## src/rtl/first_fit_variable_allocator_defines.svh

```systemverilog
// Assertion macros for the first-fit allocator.
// Each macro expects clk and rst to be visible in the scope where it is used.
`ifndef FIRST_FIT_VARIABLE_ALLOCATOR_DEFINES_SVH
`define FIRST_FIT_VARIABLE_ALLOCATOR_DEFINES_SVH

// Same-cycle implication
`define FFVA_ASSERT_IMP(lbl, ante, cons, msg) \
  lbl: assert property (@(posedge clk) disable iff (rst) (ante) |-> (cons)) \
    else $error(msg);

// Next-cycle implication
`define FFVA_ASSERT_NEXT(lbl, ante, cons, msg) \
  lbl: assert property (@(posedge clk) disable iff (rst) (ante) |=> (cons)) \
    else $error(msg);

`endif

```

## src/rtl/ffva_pkg.sv

```systemverilog
// Shared types and constants of the first-fit allocator.
// Used by ffva_ctrl, ffva_dp and the top level; depends on nothing.
package ffva_pkg;

  localparam int POOL_WORDS_DEF = 1024;
  localparam int REQ_W          = 13;
  localparam int OFF_W          = 10;
  localparam int IN_TDATA_W     = 24;
  localparam int OUT_TDATA_W    = 16;
  localparam int WORD_BYTES     = 8;
  localparam int WORD_SHIFT     = 3;
  localparam int USED_FLAG      = 1;

  localparam logic OP_ALLOC = 1'b0;
  localparam logic OP_FREE  = 1'b1;

  // Header memory read address source
  typedef enum logic [1:0] {
    RD_P   = 2'd0,
    RD_NXT = 2'd1,
    RD_N   = 2'd2,
    RD_OFF = 2'd3
  } rd_sel_t;

  // Header memory write kind
  typedef enum logic [2:0] {
    WR_NONE  = 3'd0,
    WR_INIT  = 3'd1,
    WR_MERGE = 3'd2,
    WR_TAKE  = 3'd3,
    WR_REST  = 3'd4,
    WR_FREE  = 3'd5
  } wr_sel_t;

  typedef struct packed {
    logic    load;
    logic    walk_n;
    logic    p_adv;
    logic    start_merge;
    logic    merge_step;
    logic    p_from_n;
    logic    rd_en;
    rd_sel_t rd_sel;
    wr_sel_t wr_sel;
    logic    res_load;
    logic    res_ok;
  } cmd_t;

  typedef struct packed {
    logic hdr_used;
    logic nxt_in;
    logic n_in;
    logic fit;
    logic split;
    logic q_in;
    logic off_ok;
    logic out_free;
  } sts_t;

endpackage

```

## src/rtl/ffva_ctrl.sv

```systemverilog
// Controller of the first-fit allocator: walk, merge, split and free sequencing.
// Depends on ffva_pkg; drives the datapath ffva_dp through cmd_t / sts_t.
module ffva_ctrl (
  input  logic           clk,
  input  logic           rst,
  input  logic           in_valid,
  output logic           in_ready,
  input  logic           in_op,
  input  ffva_pkg::sts_t sts,
  output ffva_pkg::cmd_t cmd
);
  import ffva_pkg::*;

  typedef enum logic [9:0] {
    S_INIT    = 10'b0000000001,
    S_IDLE    = 10'b0000000010,
    S_RD_P    = 10'b0000000100,
    S_CHK_P   = 10'b0000001000,
    S_MERGE   = 10'b0000010000,
    S_DECIDE  = 10'b0000100000,
    S_WR_REST = 10'b0001000000,
    S_F_RD    = 10'b0010000000,
    S_F_WR    = 10'b0100000000,
    S_DONE    = 10'b1000000000
  } state_t;

  state_t state, state_next;
  logic   ok, ok_next;

  // State and result flag
  always_ff @(posedge clk) begin
    if (rst) begin
      state <= S_INIT;
      ok    <= 1'b0;
    end else begin
      state <= state_next;
      ok    <= ok_next;
    end
  end

  // Next state and commands
  always_comb begin
    cmd        = '0;
    cmd.rd_sel = RD_P;
    cmd.wr_sel = WR_NONE;
    cmd.res_ok = ok;
    in_ready   = 1'b0;
    state_next = state;
    ok_next    = ok;
    unique case (state)
      S_INIT: begin
        cmd.wr_sel = WR_INIT;
        state_next = S_IDLE;
      end
      S_IDLE: begin
        in_ready = 1'b1;
        if (in_valid) begin
          cmd.load   = 1'b1;
          state_next = (in_op == OP_FREE) ? S_F_RD : S_RD_P;
        end
      end
      S_RD_P: begin
        cmd.rd_en  = 1'b1;
        cmd.rd_sel = RD_P;
        state_next = S_CHK_P;
      end
      S_CHK_P: begin
        if (sts.hdr_used) begin
          // skip a used block
          cmd.p_adv = 1'b1;
          if (sts.nxt_in) begin
            cmd.rd_en  = 1'b1;
            cmd.rd_sel = RD_NXT;
          end else begin
            ok_next    = 1'b0;
            state_next = S_DONE;
          end
        end else begin
          // free block: start merging its followers
          cmd.start_merge = 1'b1;
          if (sts.nxt_in) begin
            cmd.rd_en  = 1'b1;
            cmd.rd_sel = RD_NXT;
            state_next = S_MERGE;
          end else begin
            state_next = S_DECIDE;
          end
        end
      end
      S_MERGE: begin
        cmd.walk_n = 1'b1;
        if (!sts.hdr_used) begin
          cmd.merge_step = 1'b1;
          if (sts.nxt_in) begin
            cmd.rd_en  = 1'b1;
            cmd.rd_sel = RD_NXT;
          end else begin
            state_next = S_DECIDE;
          end
        end else begin
          state_next = S_DECIDE;
        end
      end
      S_DECIDE: begin
        if (sts.fit) begin
          cmd.wr_sel = WR_TAKE;
          ok_next    = 1'b1;
          state_next = (sts.split && sts.q_in) ? S_WR_REST : S_DONE;
        end else begin
          // keep the merged size and walk on
          cmd.wr_sel   = WR_MERGE;
          cmd.p_from_n = 1'b1;
          if (sts.n_in) begin
            cmd.rd_en  = 1'b1;
            cmd.rd_sel = RD_N;
            state_next = S_CHK_P;
          end else begin
            ok_next    = 1'b0;
            state_next = S_DONE;
          end
        end
      end
      S_WR_REST: begin
        cmd.wr_sel = WR_REST;
        state_next = S_DONE;
      end
      S_F_RD: begin
        if (sts.off_ok) begin
          cmd.rd_en  = 1'b1;
          cmd.rd_sel = RD_OFF;
          state_next = S_F_WR;
        end else begin
          ok_next    = 1'b0;
          state_next = S_DONE;
        end
      end
      S_F_WR: begin
        cmd.wr_sel = WR_FREE;
        ok_next    = 1'b1;
        state_next = S_DONE;
      end
      S_DONE: begin
        if (sts.out_free) begin
          cmd.res_load = 1'b1;
          state_next   = S_IDLE;
        end
      end
      default: begin
        state_next = S_INIT;
      end
    endcase
  end

endmodule

```

## config.mk

```make
export PLATFORM = sky130hd
export DESIGN_NAME = ffva_ctrl
export DESIGN_NICKNAME = d
export VERILOG_FILES = /design/src/rtl/first_fit_variable_allocator_defines.svh /design/src/rtl/ffva_pkg.sv /design/src/rtl/ffva_ctrl.sv
export SDC_FILE = /design/constraint.sdc
export NUM_CORES = 1
export LEC_CHECK = 0
export ABC_AREA = 0
export BUFFER_PORTS_ARGS = -buffer_cell sky130_fd_sc_hd__buf_2
export CAP_MARGIN = 20
export CORE_ASPECT_RATIO = 0.5
export CORE_UTILIZATION = 30
export CTS_CLUSTER_DIAMETER = 50
export DETAILED_ROUTE_END_ITERATION = 6
export SLEW_MARGIN = 10
export SYNTH_ARGS = -nofsm -noshare
export SYNTH_HDL_FRONTEND = slang
export SYNTH_SLANG_ARGS = --single-unit
```

## constraint.sdc

```tcl
create_clock -name clk -period 2.98 [get_ports clk]
set_clock_uncertainty 0.15 [all_clocks]
set_input_delay 0.447 -clock clk [delete_from_list [all_inputs] [get_ports clk]]
set_output_delay 0.447 -clock clk [all_outputs]
set_load 0.05 [all_outputs]
```

* Yosys cells after proc, flatten, opt, wreduce, memory -nomap -nowiden *
Index checks and enable logic that the tools add are counted.
Widths: inputs -> output; s select.

storage, ports and cells
  bits in registers = 11
  word-level logic and storage cells = 63
  output and inout port bits = 15
  input port bits = 12

operators by class
  reductions and logical operators = 5
  mux-type cells = 38
  eq/ne operators = 18

operators by type and width
  cell                  number
  $mux 10               10
  $pmux 10 s9           1
  $mux 1                16
  $pmux 3 s5            1
  $mux 3                4
  $pmux 3 s4            1
  $eq 10x1->1 const B   1
  $eq 10x10->1 const B  1
  $eq 10x2->1 const B   1
  $eq 10x3->1 const B   1
  $eq 10x4->1 const B   1
  $eq 10x5->1 const B   1
  $eq 10x6->1 const B   1
  $eq 10x7->1 const B   1
  $eq 10x8->1 const B   1
  $eq 10x9->1 const B   1
  $ne 2x2->1 const B    5
  $ne 3x3->1 const B    3
  $mux 8                1
  $mux 6                1
  $reduce_and 5->1      1
  $mux 4                1
  $pmux 1 s4            1
  $reduce_and 4->1      1
  other kinds (4)       4

* Longest topological paths before layout *
Gate-level depths: netlist of the first run.

  depth after elaboration = 4
  gate-level depth with buffers = 6
  mapped depth without buffers = 5

* Worst setup path after synthesis of the first run *
OpenSTA, ideal clock, no wires.

  path type = reg-to-output
  start point = reg state[1]
  end point = out cmd[4] (netlist bit)
  arrival time = 2.678 ns
  buffers on the path = 1
  stages on the path, launching flop included = 5
  data required time = 2.383 ns
  path slack = -0.295 ns
  cells stage by stage = dfxtp_1 -> buf_6 -> nor4_1 -> nand2_1 -> nor4_1

RTL lines
  item                    line             RTL
  from (decl)             ffva_ctrl.sv:27  state_t state, state_next;
  from (signal assigned)  ffva_ctrl.sv:36  state <= state_next;
  to (decl)               ffva_ctrl.sv:10  output ffva_pkg::cmd_t cmd

==> flow_metrics.py, run 1 <==
metrics = {
    "setup_path": {
        "r2r.worst_path.cells": 4,
        "r2r-start": "state[9]",
        "worstReg2RegEnd": "state[5]",
        "r2r_setup_slack_ps": 770,
        "required_ps": 2380,
        "cp-end-kind": "output port",
        "worstSetupPathType": "register to output port",
        "worstSetupStartpointType": "register",
        "path_max_fanout": 10,
        "cp_data_arrival_time_ps": 2200,
        "crit_start": "state[6]",
    },
    "place": {
        "portBuffers": 26,
        "hpwl_mm": 1.91,
        "dpl_cell_area_um2": 1020,
        "place.gp.congestion": 0.785,
    },
    "die": {
        "die_x_um": 79.4,
        "rows": 13,
        "io_pins": 27,
        "core_area_um2": 2720,
        "start_util": 0.331,
        "fp.dieH_um": 40.7,
        "die_area_um2": 3230,
    },
    "drt": {
        "vias": 939,
        "wl_per_cell_um": 13.7,
        "drc_errors": 0,
        "drt_first_pass_iters": 4,
        "routed_wirelength_mm": 2.43,
        "via_per_inst": 5.31,
        "first_iter_violations": 119,
        "drt.antenna.violating_nets": 0,
    },
    "min_path": {
        "hp-start": "in_op",
        "hold_depth": 2,
        "hold_end": "state[2]",
        "hold_class": "input port to register",
    },
    "pwr": {
        "switching_share": 0.338,
        "intPower_w": 0.000295,
        "power_frac_clock": 0.343,
        "leakage_nw": 0.473,
        "combPwrFrac": 0.276,
        "power_w": 0.000445,
        "pwr_density_cell_nw_per_um2": 416,
        "switchingPower_w": 0.000150,
        "ir_drop_mv": 0.194,
        "p_seq_frac": 0.381,
    },
    "global_route": {
        "antenna_found_initial": 0,
        "grt_overflow": 0,
        "grt_max_degree": 12,
        "first_global_vias": 735,
        "grt_pass1_wl_mm": 3.76,
        "grt.total_usage": 0.161,
    },
    "clock_tree": {
        "cts-resized-gates": 0,
        "numCtsBuffers": 3,
        "cts_tree": "yes",
        "cts.sinks": 11,
        "cts_setup_buffers": 0,
        "postCtsHoldBufs": 0,
        "root_buffer": "clkbuf_8",
        "clk_pin_slew_worst_paths_ps": 50,
        "clk_latency_ps": 240,
        "ctsHtreeMaxLevel": 1,
        "clock_path_buffers": 2,
    },
    "timing": {
        "setup_viol_count_final": 0,
        "rsz0062_at_grt": "false",
        "min_period_ps": 2800,
        "hold_viol_final": 0,
        "tightest_slew_ps": 681,
        "setup-tns-final_ps": 0,
        "slew_violations": 0,
        "timing.fmax_mhz": 357,
        "min_period_over_period": 0.940,
        "fin_hold_ws_ps": 232,
        "slew-limit-headroom": 0.541,
    },
    "final_layout": {
        "seq_area_um2": 220,
        "fin_area_um2": 1070,
        "drive_above_1_share": 0.279,
        "syn_to_final_growth_pct": 19.1,
        "n_antenna_cell": 0,
        "nets": 153,
        "multi_input_area_um2": 598,
        "fill_cells": 289,
    },
    "yosys": {
        "synth_area_leader_cell": "dfxtp_1",
        "ys_seq_area_frac": 0.245,
        "synthDistinctLibCells": 41,
        "syn_inst": 118,
        "synth_top_area_frac": 0.245,
        "synthesis.area_um2": 898,
        "avgSynthCellArea_um2": 7.61,
        "ys_warn_count": 0,
        "synthTopCellsByArea": "dfxtp_1 25%, nor2_1 7.5%, o21ai_0 5.6%",
        "ys_ff_latch": 11,
        "synth_nets": 130,
    },
    "run": {
        "cap_violations": 0,
    },
    "run_status": {
        "status": "completed",
    },
}
## stage by stage
stage,setup WS (ps),std cells,util
after global placement,490,173,0.377
after global routing,65.8,177,0.394
after detailed placement,470,173,0.377
after CTS,208,177,0.394
final,178,177,0.394
after floorplan,133,118,-
## Yosys cell counts (all sizes together)
master	number
and4	1
nand4b	2
o31a	1
or4b	2
or4	2
nor3b	1
a32oi	1
a211oi	1
o21ai	11
buf	7
mux2i	1
nand2b	3
clkbuf	2
inv	6
and3	1
a41oi	2
xor2	3
xnor2	1
nor2b	2
nor4	5
a21oi	3
or2b	1
o41ai	1
a21bo	1
nand4	3
nor3	5
nand3	4
dfxtp	11
o31ai	2
and2	3
nor2	18
o21bai	1
o32ai	2
nand2	6
nor4b	2
## metal layers
layer | vias to the layer above | global-route usage | part of all wire
met1 | 421 | 0.239 | 0.51
li1 | 473 | - | -
met5 | - | 0 | 0
met4 | 0 | 0.0136 | 0.0016
met2 | 43 | 0.241 | 0.41
met3 | 2 | 0.0400 | 0.078
## power groups by stage
stage,clock network (W),logic (W),registers (W)
finish,0.000153,0.000123,0.000170
global route,0.000163,0.000134,0.000172
CTS,0.000152,0.000123,0.000169
detailed placement,0,0.000123,0.000172
global placement,0,0.000124,0.000172
floorplan,0,0.0000993,0.000163
## layout by cell type (no fill, tap or decap), types with 2 or more instances in the layout
cell type  synthesis  routed
nor4_1             3       2
nand4b_1           2       2
xor2_1             3       3
nor3_1             5       5
a41oi_1            2       2
inv_1              6       6
o31ai_1            2       2
nor4_2             1       2
nand3_1            4       4
nand4_1            3       3
a21oi_1            3       3
nor2b_1            2       2
or4_4              2       2
clkbuf_8           0       3
nand2b_1           3       3
o32ai_1            2       2
dfxtp_1           11      11
nand2_1            6       6
nor2_1            18      18
and2_1             3       3
nor4b_1            2       2
o21ai_0           10      10
buf_2              3      26
## cell type report
| type | instances | area share |
|---|---|---|
| timing repair buffer | 27 | 0.129 |
| sequential | 11 | 0.206 |
| clock buffer | 4 | 0.0421 |
| inverter | 6 | 0.0211 |
| tap | 37 | 0.0433 |
| multi-input combinational | 92 | 0.559 |
## state kept, by name (all words and copies together) (netlist names)
| signal | cells |
|---|---|
| state | 10 |
| ok | 1 |
## critical path, stage by stage, from the launching register on
cell      delay (ps)
dfxtp_1          420
nor4_4           510
nand4b_1         310
o21ai_0          230
a21bo_2          150
nand2b_1          90
buf_2            260
## worst max-delay path by stage
stage	endpoint
floorplan	cmd[7]
global placement	cmd[1]
detailed placement	cmd[1]
CTS	cmd[1]
global route	cmd[7]
finish	cmd[7]
## cell families after synthesis
| family | synth area share |
|---|---|
| compound gates | 0.203 |
| flops | 0.245 |
| buf+inv | 0.0961 |
| mux | 0.0111 |
| simple gates | 0.405 |
| xor+xnor | 0.0390 |
No activity file was read; power rests on OpenSTA's default activity.
==> run 2: changes to the inputs <==
--- a/config.mk
+++ b/config.mk
@@ -12,6 +12,7 @@
 export CORE_UTILIZATION = 30
 export CTS_CLUSTER_DIAMETER = 50
 export DETAILED_ROUTE_END_ITERATION = 6
+export SETUP_SLACK_MARGIN = 0.3
 export SLEW_MARGIN = 10
 export SYNTH_ARGS = -nofsm -noshare
 export SYNTH_HDL_FRONTEND = slang
==> run 2 against run 1 <==
  * Register-to-register slack lost 20 ps
  * Routed wire length grew 3.3%
  * Design area grew 5.8%
  * Hold slack lost 14 ps
  * Non-clock buffer count grew 3
  * Highest routed layer unchanged
==> flow_metrics.py, run 2 (synthesis results as in run 1) <==
metrics = {
    "final_layout": {
        "final_core_util": 0.417,
        "drive_above_1_share": 0.350,
        "nets": 156,
        "syn_to_final_growth_pct": 26.0,
        "final_cell_mix": "24 x buf_2, 16 x nor2_1, 9 x o21ai_0",
        "largest_reg_flops": 10,
        "biggestRegsByFlops": "state (10), ok (1)",
        "regMostFlops": "state",
        "n_antenna_cell": 0,
        "final_common_cell": "buf_2",
    },
    "setup_path": {
        "worstReg2RegEnd": "state[5]",
        "worstSetupPathType": "register to output port",
        "r2r.worst_path.cells": 5,
        "worstSetupStartpointType": "register",
        "path_max_fanout": 9,
        "cp-end-kind": "output port",
        "slowest_delay_ps": 380,
        "r2r_setup_slack_ps": 750,
        "path_cells": "nor4_1 -> buf_4 -> nand4_1 -> a21bo_2 -> nand2b_2 -> clkbuf_4",
        "r2r-start": "state[0]",
        "cp_data_arrival_time_ps": 1900,
        "required_ps": 2380,
        "crit_slowest_cell": "dfxtp_1",
    },
    "timing": {
        "timing.fmax_mhz": 401,
        "min_period_over_period": 0.837,
        "rsz0062_at_grt": "false",
        "min_period_ps": 2490,
        "slew-limit-headroom": 0.558,
        "slew_violations": 0,
        "setup_viol_count_final": 0,
        "hold_viol_final": 0,
        "setup-tns-final_ps": 0,
        "setup_ws_ps": 487,
        "tightest_slew_ps": 655,
    },
    "clock_tree": {
        "numCtsBuffers": 3,
        "cts_tree": "yes",
        "clk_latency_ps": 240,
        "root_buffer": "clkbuf_8",
        "clk_pin_slew_worst_paths_ps": 50,
        "clock_path_buffers": 2,
        "ctsHtreeMaxLevel": 1,
        "postCtsHoldBufs": 0,
        "cts.sinks": 11,
    },
    "global_route": {
        "grt_util_met3": 0.0489,
        "grt_pass1_wl_mm": 3.97,
        "antenna_found_initial": 0,
        "use_met2": 0.263,
        "first_global_vias": 781,
        "grt-busiest-layer": "met2",
        "grt_overflow": 0,
        "grtUsageMet1": 0.235,
        "grt.total_usage": 0.170,
        "grt_max_degree": 12,
    },
    "drt": {
        "drc_errors": 0,
        "via_per_inst": 5.27,
        "wl_per_cell_um": 13.9,
        "drt.antenna.violating_nets": 0,
        "drt_first_pass_iters": 4,
        "routed_wirelength_mm": 2.51,
        "vias": 948,
        "first_iter_violations": 59,
    },
    "place": {
        "dp_slack_ps": 484,
        "hpwl_mm": 1.92,
        "place.gp.congestion": 0.834,
        "portBuffers": 26,
    },
    "min_path": {
        "hold_depth": 2,
        "hold_end": "state[2]",
        "hp-start": "in_op",
        "hold_class": "input port to register",
    },
    "pwr": {
        "pwr_density_cell_nw_per_um2": 398,
        "ir_drop_mv": 0.221,
        "leakage_nw": 0.491,
    },
    "die": {
        "fp.dieH_um": 40.7,
        "io_pins": 27,
        "die_area_um2": 3230,
        "start_util": 0.331,
        "rows": 13,
        "die_x_um": 79.4,
        "core_area_um2": 2720,
    },
    "run_status": {
        "status": "completed",
    },
    "run": {
        "cap_violations": 0,
    },
}
-- run 2: cell count changes in the layout (fill, tap and decap cells not counted), moves of 2 or more --
cell,delta
buf_2,-2
buf_4,+3
clkbuf_4,+2
dfxtp_1,-3
dfxtp_2,+3
nor2_1,-2
nor2_2,+2
-- run 2: power breakdown --
group / switching, W / total [W] / leakage, nW / internal [W]
clock: 0.0000577 / 0.000152 / 0.0228 / 0.0000941
combinational: 0.0000819 / 0.000130 / 0.377 / 0.0000477
sequential: 0.0000148 / 0.000169 / 0.0908 / 0.000154
total: 0.000154 / 0.000450 / 0.491 / 0.000296
-- run 2: worst max-delay path: cells and delay by family (launching register included) --
kind / cells / cell delay, ps
simple gates: 3 / 590
buf+inv: 2 / 410
compound gates: 1 / 270
flops: 1 / 380
-- run 2: how the worst max path moves through the flow --
stage / start / endpoint / slack [ps] / depth (start not counted)
after floorplan: state[1] / cmd[4] / 260 / 4
after global placement: state[6] / cmd[1] / 510 / 4
after detailed placement: state[6] / cmd[1] / 480 / 4
after CTS: state[6] / cmd[1] / 310 / 4
after global routing: state[7] / cmd[7] / 330 / 7
final: state[0] / cmd[7] / 490 / 6
-- run 2: layout make-up --
class                      instances  area (um^2)
multi-input combinational         92          629
inverter                           6         22.5
fill                             278         1580
tap                               37         46.3
sequential                        11          224
timing repair buffer              30          165
clock buffer                       4         45.0
-- run 2: per-layer routing --
| layer | wire length, um | up-vias |
|---|---|---|
| met2 | 1080 | 32 |
| met1 | 1260 | 434 |
| met3 | 137 | 2 |
| li1 | - | 480 |
| met4 | 23 | 0 |
| met5 | 0 | - |
-- run 2: repair_timing --
| item | 4_1_cts | 5_1_grt |
|---|---|---|
| pin swaps | 1 | 0 |
| setup endpoints to repair | 2 | 2 |
| resized for setup | 1 | 9 |
| buffers inserted | 1 | 1 |
-- run 2: through the flow --
stage               hold WS (ps)  cells  power (W)  area (um^2)
floorplan                    298    118   0.000263          915
global placement             322    174   0.000298         1040
detailed placement           334    174   0.000298         1040
CTS                          215    179   0.000453         1100
global route                 237    180   0.000474         1130
finish                       218    180   0.000450         1130
==> run 3: changes to the inputs <==
==> constraint.sdc (replaced) <==
create_clock -name clk -period 2.11 [get_ports clk]
set_clock_uncertainty 0.15 [all_clocks]
set_input_delay 0.3165 -clock clk [delete_from_list [all_inputs] [get_ports clk]]
set_output_delay 0.3165 -clock clk [all_outputs]
set_load 0.05 [all_outputs]
==> run 3 against run 2 <==
  * Design area grew 54%
  * Critical path depth is the same
  * Clock-buffer cell count shrank 1
  * Critical path type unchanged
  * Sequential power grew 37%
  * The run now ends with setup timing left
  * Die area is the same
  * Via count grew 22%
==> flow_metrics.py, run 3 (synthesis results as in run 1) <==
metrics = {
    "timing": {
        "tightest_slew_ps": 492,
        "rsz0062_at_grt": "true",
        "setup_ws_ps": -206,
        "fin_hold_ws_ps": 80.3,
        "slew_violations": 0,
        "slew-limit-headroom": 0.671,
        "timing.fmax_mhz": 432,
        "min_period_ps": 2320,
        "setup_viol_count_final": 18,
        "hold_viol_final": 0,
        "min_period_over_period": 1.10,
    },
    "drt": {
        "routed_wirelength_mm": 3.48,
        "drc_errors": 0,
        "vias": 1152,
        "drt.antenna.violating_nets": 0,
        "via_per_inst": 5.33,
        "drt_first_pass_iters": 4,
        "wl_per_cell_um": 16.1,
        "first_iter_violations": 62,
    },
    "setup_path": {
        "cp-end-kind": "output port",
        "required_ps": 1640,
        "worstSetupStartpointType": "register",
        "path_max_fanout": 4,
        "worstSetupPathType": "register to output port",
        "r2r-start": "state[3]",
        "crit_start": "state[3]",
        "cp_data_arrival_time_ps": 1850,
    },
    "global_route": {
        "grt_pass1_wl_mm": 5.10,
        "grt.total_usage": 0.224,
        "first_global_vias": 999,
        "antenna_found_initial": 0,
        "grt_overflow": 0,
        "grt_max_degree": 10,
    },
    "final_layout": {
        "n_antenna_cell": 0,
        "largest_reg_flops": 10,
        "final_common_cell": "buf_4",
        "drive_above_1_share": 0.631,
        "fin_cells": 216,
        "nets": 192,
        "fill_cells": 210,
        "fin_area_um2": 1740,
        "final_cell_mix": "32 x buf_4, 13 x buf_2, 12 x buf_6",
        "biggestRegsByFlops": "state (10), ok (1)",
        "regMostFlops": "state",
        "syn_to_final_growth_pct": 93.6,
    },
    "pwr": {
        "switchingPower_w": 0.000281,
        "power_frac_clock": 0.287,
        "leakage_nw": 0.731,
        "power_w": 0.000782,
        "intPower_w": 0.000501,
        "pwr_density_cell_nw_per_um2": 450,
        "switching_share": 0.359,
        "combPwrFrac": 0.417,
        "ir_drop_mv": 0.299,
        "p_seq_frac": 0.296,
    },
    "place": {
        "portBuffers": 26,
        "hpwl_mm": 2.45,
        "dp_slack_ps": -52.2,
        "place.gp.congestion": 0.805,
        "placed_cells": 199,
        "dpl_cell_area_um2": 1350,
    },
    "min_path": {
        "hold_class": "input port to register",
        "hp-start": "in_op",
    },
    "clock_tree": {
        "root_buffer": "clkbuf_8",
        "clock_path_buffers": 2,
        "numCtsBuffers": 3,
        "ctsHtreeMaxLevel": 1,
        "cts_tree": "yes",
        "clk_pin_slew_worst_paths_ps": 60,
        "cts.sinks": 11,
        "clk_latency_ps": 250,
    },
    "die": {
        "io_pins": 27,
        "die_x_um": 79.4,
        "rows": 13,
        "core_area_um2": 2720,
        "start_util": 0.331,
        "die_area_um2": 3230,
        "fp.dieH_um": 40.7,
    },
    "run_status": {
        "violations": "setup timing",
        "status": "finished with violations",
    },
    "run": {
        "cap_violations": 0,
    },
}
==> run 3: changes by cell type in the layout (fill, tap and decap cells not counted), sizes merged <==
| cell | delta |
|---|---|
| clkinv | +1 |
| clkbuf | -3 |
| buf | +38 |
==> run 3: final timing paths <==
| check | endpoint | slack (ps) | cells after the start |
|---|---|---|---|
| worst max-delay path | cmd[7] | -210 | 6 |
| worst min-delay path | state[2] | 80 | 2 |
| worst max register to register | state[9] | -50 | 5 |
| worst min register to register | ok | 340 | 2 |
==> run 3: final cells by class <==
type                       count  area (um^2)  share of cell area
clock inverter                 1         5.00             0.00288
timing repair buffer          66          576               0.331
multi-input combinational     92          810               0.465
clock buffer                   3         41.3              0.0237
tap                           37         46.3              0.0266
inverter                       6         27.5              0.0158
sequential                    11          234               0.135
==> run 3: what timing repair did <==
item,CTS,global route
pin swaps,13,6
hold buffers,0,0
resized for setup,46,27
setup buffers,7,6
endpoints found under the setup margin,22,23
==> run 3: routing by layer <==
layer	global-route usage	routed length, um	vias to the layer above
met1	0.283	1540	556
met4	0.0727	47	0
met2	0.397	1680	37
li1	-	-	553
met5	0	0	-
met3	0.0511	213	6
==> run 3: stage by stage <==
| step | setup TNS [ps] | utilization |
|---|---|---|
| after global routing | -2670 | 0.640 |
| after floorplan | -373 | - |
| after global placement | -27.6 | 0.498 |
| after CTS | -735 | 0.585 |
| after detailed placement | -164 | 0.498 |
| final | -1540 | 0.640 |
==> run 3: power groups by stage <==
stage / logic, W / clock network, W / registers (W)
after floorplan: 0.000182 / 0 / 0.000232
after global placement: 0.000259 / 0 / 0.000235
after detailed placement: 0.000266 / 0 / 0.000236
after CTS: 0.000299 / 0.000228 / 0.000233
after global routing: 0.000345 / 0.000238 / 0.000233
final: 0.000326 / 0.000224 / 0.000231
==> run 3: worst max-delay path: stages (launching register included) <==
cell and delay [ps]:
dfxtp_4 360, nor4_4 340, buf_4 190, nand4_1 190, a21bo_4 260, nand2b_4 110
buf_8 140
